**config.mk**
```make
export PLATFORM = sky130hd
export DESIGN_NAME = hamming_31_26_decode_repack_top
export DESIGN_NICKNAME = d
export VERILOG_FILES = /design/src/hw/rtl/h3126_pkg.sv /design/src/hw/rtl/hamming_31_26_decode_repack_top.sv /design/src/hw/rtl/h3126_front.sv /design/src/hw/rtl/h3126_fifo.sv /design/src/hw/rtl/h3126_back.sv
export SDC_FILE = /design/constraint.sdc
export NUM_CORES = 1
export LEC_CHECK = 0
export BUFFER_PORTS_ARGS = -buffer_cell sky130_fd_sc_hd__buf_2
export CORE_ASPECT_RATIO = 0.8
export CORE_MARGIN = 8
export CORE_UTILIZATION = 61
export DETAILED_ROUTE_END_ITERATION = 10
export PLACE_DENSITY = 0.8
export SLEW_MARGIN = 25
export SYNTH_ARGS = -nofsm -noshare
export SYNTH_HDL_FRONTEND = slang
export SYNTH_HIERARCHICAL = 1
export SYNTH_SLANG_ARGS = --single-unit
```
**constraint.sdc**
```tcl
create_clock -name i_clk -period 4.9 [get_ports i_clk]
set_input_delay 0 -clock i_clk [delete_from_list [all_inputs] [get_ports i_clk]]
set_output_delay 0 -clock i_clk [all_outputs]
set_load 0.02 [all_outputs]
```
**src/hw/rtl/h3126_pkg.sv**
```systemverilog
`timescale 1ns / 1ps
// shared types, constants and functions for the hamming (31,26) decode and repack block
// no dependencies
package h3126_pkg;

    localparam int CW_W    = 31;
    localparam int DATA_W  = 26;
    localparam int SYN_W   = 5;
    localparam int BYTE_W  = 8;
    localparam int LEFT_W  = 8;
    localparam int COUNT_W = 32;
    localparam int PACK_W  = 32;
    localparam int Q_DEPTH = 2;
    localparam int Q_AW    = 1;

    // codeword bits whose position number has syndrome bit j set
    localparam logic [CW_W-1:0] SYN_MASK0 = 31'h5555_5555;
    localparam logic [CW_W-1:0] SYN_MASK1 = 31'h6666_6666;
    localparam logic [CW_W-1:0] SYN_MASK2 = 31'h7878_7878;
    localparam logic [CW_W-1:0] SYN_MASK3 = 31'h7F80_7F80;
    localparam logic [CW_W-1:0] SYN_MASK4 = 31'h7FFF_8000;

    localparam logic [1:0] PHASE_LAST   = 2'd3;
    localparam logic [1:0] LAST_IDX_STD = 2'd2;
    localparam logic [1:0] LAST_IDX_BIG = 2'd3;
    localparam logic [COUNT_W-1:0] COUNT_MAX = '1;

    typedef struct packed {
        logic [PACK_W-1:0]  bits;      // packed stream, left aligned
        logic [1:0]         last_idx;  // index of the final byte
        logic               fixed;
        logic [COUNT_W-1:0] total;
    } t_entry;

    function automatic logic [SYN_W-1:0] syndrome(input logic [CW_W-1:0] cw);
        return {^(cw & SYN_MASK4), ^(cw & SYN_MASK3), ^(cw & SYN_MASK2),
                ^(cw & SYN_MASK1), ^(cw & SYN_MASK0)};
    endfunction

    function automatic logic [DATA_W-1:0] extract_data(input logic [CW_W-1:0] cw);
        return {cw[30:16], cw[14:8], cw[6:4], cw[2]};
    endfunction

endpackage

```
**src/hw/rtl/hamming_31_26_decode_repack_top.sv**
```systemverilog
`timescale 1ns / 1ps
// path: queue, then the back end's entry register, then the output register
// throughput: one byte per cycle while the byte side is ready and an entry waits,
//   three bytes per item, four on every fourth item (3.25 on average); the front
//   takes an item per cycle while the two-entry queue has room
// reset: synchronous, active low; clears phase, leftover bits, correction count,
//   queue pointers and output valid
// depends on h3126_pkg, h3126_front, h3126_fifo, h3126_back
module hamming_31_26_decode_repack_top
    import h3126_pkg::*;
(
    input  logic               i_clk,
    input  logic               i_rst_n,
    // input items: one codeword each
    input  logic               i_valid,
    output logic               o_ready,
    input  logic [CW_W-1:0]    i_codeword,
    // output items: one repacked byte each
    output logic               o_valid,
    input  logic               i_ready,
    output logic [BYTE_W-1:0]  o_out_byte,
    output logic               o_last_of_block,
    output logic               o_was_corrected,
    output logic [COUNT_W-1:0] o_corrections_total
);

    // front to queue
    logic   push;
    t_entry push_entry;
    logic   q_full;
    // queue to back
    logic   q_valid;
    logic   q_pop;
    t_entry q_entry;

    // syndrome, single-bit flip, data extraction and bit packing are all combinational;
    // phase, leftover bits and saturating count advance as the item is accepted
    h3126_front u_front (
        .i_clk      (i_clk),
        .i_rst_n    (i_rst_n),
        .i_valid    (i_valid),
        .o_ready    (o_ready),
        .i_codeword (i_codeword),
        .i_full     (q_full),
        .o_push     (push),
        .o_entry    (push_entry)
    );

    // decouples the front from a stalled output side
    h3126_fifo u_fifo (
        .i_clk   (i_clk),
        .i_rst_n (i_rst_n),
        .i_push  (push),
        .i_entry (push_entry),
        .o_full  (q_full),
        .o_valid (q_valid),
        .i_pop   (q_pop),
        .o_entry (q_entry)
    );

    // walks the packed word a byte at a time, most significant byte first;
    // the next entry is popped as the last byte loads, so bytes flow without gaps
    h3126_back u_back (
        .i_clk               (i_clk),
        .i_rst_n             (i_rst_n),
        .i_q_valid           (q_valid),
        .i_q_entry           (q_entry),
        .o_q_pop             (q_pop),
        .o_valid             (o_valid),
        .i_ready             (i_ready),
        .o_out_byte          (o_out_byte),
        .o_last_of_block     (o_last_of_block),
        .o_was_corrected     (o_was_corrected),
        .o_corrections_total (o_corrections_total)
    );

endmodule

```
**src/hw/rtl/h3126_front.sv**
```systemverilog
`timescale 1ns / 1ps
// front end: takes codewords, corrects, extracts data, packs with leftover bits
// depends on h3126_pkg
module h3126_front
    import h3126_pkg::*;
(
    input  logic              i_clk,
    input  logic              i_rst_n,
    input  logic              i_valid,
    output logic              o_ready,
    input  logic [CW_W-1:0]   i_codeword,
    input  logic              i_full,
    output logic              o_push,
    output t_entry            o_entry
);

    logic [1:0]          r_phase,    n_phase;
    logic [LEFT_W-1:0]   r_leftover, n_leftover;
    logic [COUNT_W-1:0]  r_count,    n_count;

    logic [SYN_W-1:0]    syn;
    logic [CW_W-1:0]     flip;
    logic [CW_W-1:0]     fixed_cw;
    logic [DATA_W-1:0]   data;
    logic [LEFT_W+DATA_W-1:0] acc;
    logic [LEFT_W+DATA_W-1:0] aligned;
    logic [2:0]          shamt;

    assign o_ready = !i_full;
    assign o_push  = i_valid && !i_full;

    always_comb begin
        syn      = syndrome(i_codeword);
        flip     = (syn != '0) ? (CW_W'(1) << (syn - SYN_W'(1))) : '0;
        fixed_cw = i_codeword ^ flip;
        data     = extract_data(fixed_cw);
        acc      = {r_leftover, data};
        // bring the top valid bit of the stream up to bit 31
        shamt    = 3'd6 - {r_phase, 1'b0};
        aligned  = acc << shamt;

        n_count  = r_count;
        if (syn != '0 && r_count != COUNT_MAX) begin
            n_count = r_count + COUNT_W'(1);
        end

        unique case (r_phase)
            2'd0:    n_leftover = {6'b0, data[1:0]};
            2'd1:    n_leftover = {4'b0, data[3:0]};
            2'd2:    n_leftover = {2'b0, data[5:0]};
            default: n_leftover = '0;
        endcase
        n_phase = r_phase + 2'd1;

        o_entry.bits     = aligned[PACK_W-1:0];
        o_entry.last_idx = (r_phase == PHASE_LAST) ? LAST_IDX_BIG : LAST_IDX_STD;
        o_entry.fixed    = (syn != '0);
        o_entry.total    = n_count;
    end

    always_ff @(posedge i_clk) begin
        if (!i_rst_n) begin
            r_phase    <= '0;
            r_leftover <= '0;
            r_count    <= '0;
        end else if (o_push) begin
            r_phase    <= n_phase;
            r_leftover <= n_leftover;
            r_count    <= n_count;
        end
    end

endmodule

```
**src/hw/rtl/h3126_fifo.sv**
```systemverilog
`timescale 1ns / 1ps
// short register queue between front and back ends
// depends on h3126_pkg
module h3126_fifo
    import h3126_pkg::*;
(
    input  logic   i_clk,
    input  logic   i_rst_n,
    input  logic   i_push,
    input  t_entry i_entry,
    output logic   o_full,
    output logic   o_valid,
    input  logic   i_pop,
    output t_entry o_entry
);

    t_entry           r_mem [Q_DEPTH];
    logic [Q_AW-1:0]  r_wr_ptr;
    logic [Q_AW-1:0]  r_rd_ptr;
    logic [Q_AW:0]    r_count;

    assign o_full  = (r_count == (Q_AW+1)'(Q_DEPTH));
    assign o_valid = (r_count != '0);
    assign o_entry = r_mem[r_rd_ptr];

    always_ff @(posedge i_clk) begin
        if (i_push) begin
            r_mem[r_wr_ptr] <= i_entry;
        end
    end

    always_ff @(posedge i_clk) begin
        if (!i_rst_n) begin
            r_wr_ptr <= '0;
            r_rd_ptr <= '0;
            r_count  <= '0;
        end else begin
            if (i_push) begin
                r_wr_ptr <= r_wr_ptr + Q_AW'(1);
            end
            if (i_pop) begin
                r_rd_ptr <= r_rd_ptr + Q_AW'(1);
            end
            if (i_push && !i_pop) begin
                r_count <= r_count + (Q_AW+1)'(1);
            end else if (i_pop && !i_push) begin
                r_count <= r_count - (Q_AW+1)'(1);
            end
        end
    end

endmodule

```
**src/hw/rtl/h3126_back.sv**
```systemverilog
`timescale 1ns / 1ps
// back end: splits queued entries into bytes behind an output register
// depends on h3126_pkg
module h3126_back
    import h3126_pkg::*;
(
    input  logic               i_clk,
    input  logic               i_rst_n,
    input  logic               i_q_valid,
    input  t_entry             i_q_entry,
    output logic               o_q_pop,
    output logic               o_valid,
    input  logic               i_ready,
    output logic [BYTE_W-1:0]  o_out_byte,
    output logic               o_last_of_block,
    output logic               o_was_corrected,
    output logic [COUNT_W-1:0] o_corrections_total
);

    t_entry              r_cur;
    logic [1:0]          r_idx;
    logic                r_busy;
    logic                r_out_valid;
    logic [BYTE_W-1:0]   r_out_byte;
    logic                r_out_last;
    logic                r_out_fixed;
    logic [COUNT_W-1:0]  r_out_total;

    logic                load;
    logic                is_last;
    logic [4:0]          shift;
    logic [BYTE_W-1:0]   sel_byte;

    always_comb begin
        load     = r_busy && (!r_out_valid || i_ready);
        is_last  = (r_idx == r_cur.last_idx);
        shift    = {2'd3 - r_idx, 3'b000};
        sel_byte = BYTE_W'(r_cur.bits >> shift);
        o_q_pop  = i_q_valid && (!r_busy || (load && is_last));
    end

    always_ff @(posedge i_clk) begin
        if (o_q_pop) begin
            r_cur <= i_q_entry;
        end
        if (load) begin
            r_out_byte  <= sel_byte;
            r_out_last  <= is_last;
            r_out_fixed <= r_cur.fixed;
            r_out_total <= r_cur.total;
        end
    end

    always_ff @(posedge i_clk) begin
        if (!i_rst_n) begin
            r_idx       <= '0;
            r_busy      <= 1'b0;
            r_out_valid <= 1'b0;
        end else begin
            if (o_q_pop) begin
                r_idx  <= '0;
                r_busy <= 1'b1;
            end else if (load && is_last) begin
                r_busy <= 1'b0;
            end else if (load) begin
                r_idx <= r_idx + 2'd1;
            end
            if (load) begin
                r_out_valid <= 1'b1;
            end else if (i_ready) begin
                r_out_valid <= 1'b0;
            end
        end
    end

    assign o_valid             = r_out_valid;
    assign o_out_byte          = r_out_byte;
    assign o_last_of_block     = r_out_last;
    assign o_was_corrected     = r_out_fixed;
    assign o_corrections_total = r_out_total;

endmodule

```
After elaboration in Yosys (flattened, before gate mapping)
Memory sizes are Yosys's and may differ from the RTL's. A register that Yosys moved wholly into a read port is not among the register bits.
Cells that the tools add are included.
{"block": "totals", "reg_bits": 94, "ramBits": 132, "in_bits": 35, "output_inout_bits": 44, "wordCells": 76, "memories": 1}
{"memory": "u_fifo.r_mem", "depth": 2, "word_bits": 66, "rd": 1, "rd_clocked_by_memory_dff": 1, "write_ports": 1, "line": "h3126_fifo.sv:17", "text": "t_entry r_mem [Q_DEPTH];"}
{"block": "op_classes", "add_sub_neg": 10, "eq_ne": 6, "shift": 3, "n_mux": 12, "bitwise": 3, "reduce_logical": 27}
{"operator": "XOR reduction 31 bit", "count": 5}
{"operator": "<< shifter 34 x 3 -> 32 bit", "count": 1}
{"operator": "adder 32 x 1 -> 32 bit, second input constant", "count": 1}
{"operator": "two-way mux 32 bit", "count": 1}
{"operator": "!= test 32 bit, second input constant", "count": 1}
{"operator": "right shift 32 x 5 -> 8 bit", "count": 1}
{"operator": "two-way mux 31 bit", "count": 1}
{"operator": "<< shifter 1 x 5 -> 31 bit, first input constant", "count": 1}
{"operator": "bitwise XOR 31 bit", "count": 1}
{"operator": "case mux 6 bit (3 select lines)", "count": 1}
{"operator": "nonzero test 2 bit", "count": 4}
{"operator": "logical AND 1 bit", "count": 7}
{"operator": "two-way mux 1 bit", "count": 7}
{"operator": "adder 2 x 1 -> 2 bit, second input constant", "count": 3}
{"operator": "== test 2 bit, second input constant", "count": 3}
{"operator": "logical NOT 1 bit", "count": 5}
{"operator": "nonzero test 5 bit", "count": 1}
{"operator": "subtractor 5 x 1 -> 5 bit, second input constant", "count": 1}
{"operator": "two-way mux 2 bit", "count": 2}
{"operator": "subtractor 3 bit, first input constant", "count": 1}
{"operator": "adder 1 bit, second input constant", "count": 2}
{"operator": "== test 2 x 1 -> 1 bit, second input constant", "count": 1}
{"operator": "== test 2 bit", "count": 1}
{"operator": "logical NOT 2 bit", "count": 1}
{"operator": "6 further kinds", "count": 8}

Depth between registers and ports, before layout
{"block": "depth", "depth_word": 9, "depth_mapped": 11, "mapped_depth_nobuf": 9}

Cells and area by module
Netlist, hierarchy kept.
{"mod": "h3126_fifo", "instances": 1, "cells_per_inst": 230, "area_per_inst_um2": 5168.7, "seq_area_each_um2": 4124.0}
{"mod": "h3126_front", "instances": 1, "cells_per_inst": 525, "area_per_inst_um2": 4226.6, "seq_area_each_um2": 800.8}
{"mod": "h3126_back", "instances": 1, "cells_per_inst": 141, "area_per_inst_um2": 3704.8, "seq_area_each_um2": 3353.2}

Least setup slack after synthesis
No wires, ideal clock.
{"block": "synth_timing", "path_kind": "register -> register", "startpoint": "register u_fifo.r_count[0]", "endpoint": "memory u_fifo/r_mem[0][0] in the netlist's numbering (enable)", "setup_ps": 501, "arrival_ps": 4136, "slack_ps": 262, "path_stages_with_launch": 6, "path_buffers": 0, "path_cell_list": "dfxtp_1 > and2b_2 > inv_1 > nand2_1 > clkinv_1 > nor2b_1"}
{"block": "synth_between", "elab_chain_cells": 5}
{"item": "start: declaration", "line": "h3126_fifo.sv:20", "text": "logic [Q_AW:0] r_count;"}
{"item": "start signal: assignment", "line": "h3126_fifo.sv:45", "text": "r_count <= r_count + (Q_AW+1)'(1);"}
{"item": "start signal: assignment", "line": "h3126_fifo.sv:47", "text": "r_count <= r_count - (Q_AW+1)'(1);"}
{"item": "== test 2 bit", "line": "h3126_fifo.sv:22", "text": "assign o_full = (r_count == (Q_AW+1)'(Q_DEPTH));"}
{"item": "named net q_full", "line": "hamming_31_26_decode_repack_top.sv:30", "text": "logic q_full;"}
{"item": "logical NOT 1 bit"}
{"item": "named net o_ready", "line": "hamming_31_26_decode_repack_top.sv:16", "text": "output logic o_ready,"}
{"item": "logical AND 1 bit", "line": "h3126_front.sv:30", "text": "assign o_push = i_valid && !i_full;"}
{"item": "named net push", "line": "hamming_31_26_decode_repack_top.sv:28", "text": "logic push;"}
{"item": "two-way mux 1 bit", "line": "h3126_fifo.sv:27", "text": "if (i_push) begin"}
{"item": "two-way mux 1 bit (implied by the code)", "line": "h3126_fifo.sv:28", "text": "r_mem[r_wr_ptr] <= i_entry;"}
{"item": "end: declaration", "line": "h3126_fifo.sv:17"}
The timed path passes the listed nets, and every way through them passes these cells.

==> impl_results.md <==
* Critical Path Source Type: primary input
* Initial drt markers at 690
* Sequential area share after synthesis at 0.632
* Worst VDD drop at 0.309 mV
* Slew Limit Headroom at 0.401
* Gr usage total at 0.188
* Syn-to-layout area delta at 11.8%
* Share of cells above drive strength 1 at 0.231
* YS warnings at 6
* # IOs at 79
* Initial Utilization at 0.614
* # rows at 48
* PortBufs at 78
* Period utilisation layout at 0.684
* DIE AREA at 26500 um2
* Worst-path maximum fanout at 25
* First-pass detailed-route iteration total at 5
* CP Capture Type: register
* Setup tns final at 0 ns
* Top cells by count, synth: edfxtp_1 (243), xnor2_1 (91), dfxtp_1 (49), nand2_1 (43), mux2_2 (38)
* Critical Path RT at 5.18 ns
* RSZ-0062 raised after global routing: no
* Routability cong. at 0.869
* Clock sinks at 292
* Clock Skews at 0.0167 ns
* Mapped Nets at 937
* TritonCTS clock tree: done
* Clock transition at path regs at 0.06 ns
* Most frequent cell after synthesis: edfxtp_1
* Avg Inst Size Synth at 14.6 um2
* Setup CP Type: primary input to register
* Min cycle time layout at 3.35 ns
* Least-Margin Pin Slew at 0.896 ns
* Clock Path Buffers at 3
* Fmax at 299 MHz
* Skew-Pair Late Insertion Delay at 0.54 ns
* Met1 capacity usage during global routing at 0.276
* Outcome: finished clean
* Final net count at 1015
* Final wirelength at 25300 um
* Vias in the first global route at 7530
* Seq cells post-synth at 292
* First-pass GRT wire length at 40200 um
* Met2 Resource Use GR at 0.281
* Final setup viols at 0
* Power density over the cells at 575 nW/um2
* # DRC at 0
* Number of flops mapped to enable cells by yosys at 243
* Cells after Synth at 896
* Drt wl/cell at 19.9 um
* Area leader, netlist: edfxtp_1
* Htree depth at 1
* Post-synth top area share at 0.557
* Syn Std Cell Area at 13100 um2
* Synth area leaders: edfxtp_1 (56%), dfxtp_1 (7.5%), xnor2_1 (6.1%)
* Via count at 7548
* Largest net degree at the start of global routing at 54
* P_leak at 0.00513 uW
* Initial antenna violation count at 0
* Final Hold Viols at 0
* Dpl hpwl at 16700 um
* Grt total ovfl at 0
* Number of max-cap violations at 0
* Gr busiest metal: met2
* Hold_buf cts at 3
* Grt met3 use at 0.0378
* Core area at 21300 um2
* Antenna cells at 0
* Post-CTS Resized at 0
* Die Wd at 180 um
* Clock root buffer: clkbuf_16
* Vias per cell at 5.94
* Overall power at 8430 uW
* Tightest Hold Check Type: primary input to register
* Crit path DAT at 3.63 ns
* Inserted Clock Buffers at 28
* Final Max Tran Viols at 0
* Ys async rst share at 0
* Die height at 147 um
* Leading register cell type out of synthesis: edfxtp_1
* Distinct cell type count after synthesis at 65
* Antenna-violating nets left at 0
* Setup Buffers After CTS at 0
==> worst max-delay path: stages <==
cell           delay (ns)
dlygate4sd3_1        0.54
buf_2                0.15
xnor3_1              0.39
xnor3_1              0.39
xnor3_2              0.44
inv_2                0.18
o211ai_2             0.11
buf_4                0.32
and2_1               0.68
nand3_1              0.23
xnor2_1              0.20
==> cell usage in the layout (no fill, tap or decap), types with 6 or more instances in the layout <==
cell type and count:
and3_1 8, o31ai_1 9, mux2_4 30, a211oi_1 19
nand3_1 31, o211ai_1 7, inv_1 8, clkinv_2 8
xnor3_1 8, nand4_1 14, nor2_1 34, or2_1 10
and2_1 27, buf_2 78, o221ai_1 11, clkinv_1 7
xnor2_1 91, clkbuf_16 28, nor3_1 13, o21ai_0 15
mux2_2 38, dfxtp_1 48, edfxtp_1 243, o22a_1 11
mux4_2 8, o22ai_1 23, nand2b_1 10, o21a_1 6
xor2_1 22, ha_1 6, nand2_1 43
==> cell families after synthesis <==
family,count (synthesis),synth area share
multiplexers,79,0.0831
AND/OR/NAND/NOR,217,0.0878
adder cells (fa/ha/maj),6,0.00573
flip-flops,292,0.632
other,1,0.000286
XOR/XNOR,129,0.102
buffers and inverters,50,0.0195
AO/OA/AOI/OAI,122,0.0699
==> where the power goes <==
part           leakage (uW)  internal [uW]  switching (uW)
registers           0.00270           3660             269
logic               0.00198            928            1450
clock network      0.000457           1240             879
==> final timing paths <==
path                   start                            end  slack, ns  cells after the start
max            i_codeword[5]            u_fifo/r_mem[0][29]       1.55                     11
min            i_codeword[2]          u_front/r_leftover[0]       0.04                      3
max reg2reg  u_back/r_idx[0]                       register       1.81                      7
min reg2reg  u_back/r_cur[9]  u_back/o_corrections_total[9]       0.42                      0
==> final cells by class <==
cell class / instances / area, um2
clock buffer: 34 / 743
clock inverter: 18 / 174
fill: 1422 / 6670
inverter: 12 / 45.0
multi-input combinational: 554 / 4580
sequential: 292 / 8280
tap: 275 / 344
timing repair buffer: 86 / 483
==> stage by stage <==
stage	hold slack, ns	instances	setup slack, ns	util	instance area, um2
after global routing	0.0305	1271	1.40	0.687	14600
final	0.0441	1271	1.55	0.687	14600
after CTS	0.0258	1271	1.62	0.687	14600
after floorplan	0.118	896	0.262	-	13100
after detailed placement	0.354	1216	1.56	0.643	13700
after global placement	0.359	1215	1.62	0.642	13700
==> flip-flops by register name (all words and copies together), names as in the netlist, named ones only <==
register,flops
u_back/r_busy,1
u_fifo/r_wr_ptr,1
u_front/r_count,32
u_back/r_cur,67
u_fifo/r_mem,134
u_back/o_out_byte,8
u_back/o_was_corrected,1
u_fifo/r_rd_ptr,1
u_front/r_phase,2
u_fifo/r_count,2
u_back/o_last_of_block,1
u_back/o_corrections_total,32
u_back/o_valid,1
u_front/r_leftover,6
u_back/r_idx,2
==> metal layers <==
| metal | share of wire | up-vias | wire length, um |
|---|---|---|---|
| met5 | 0 | - | 0 |
| met2 | 0.44 | 305 | 11100 |
| li1 | - | 3538 | - |
| met3 | 0.074 | 42 | 1880 |
| met4 | 0.021 | 0 | 522 |
| met1 | 0.47 | 3663 | 11900 |
Power figures use the tool's default switching activity.
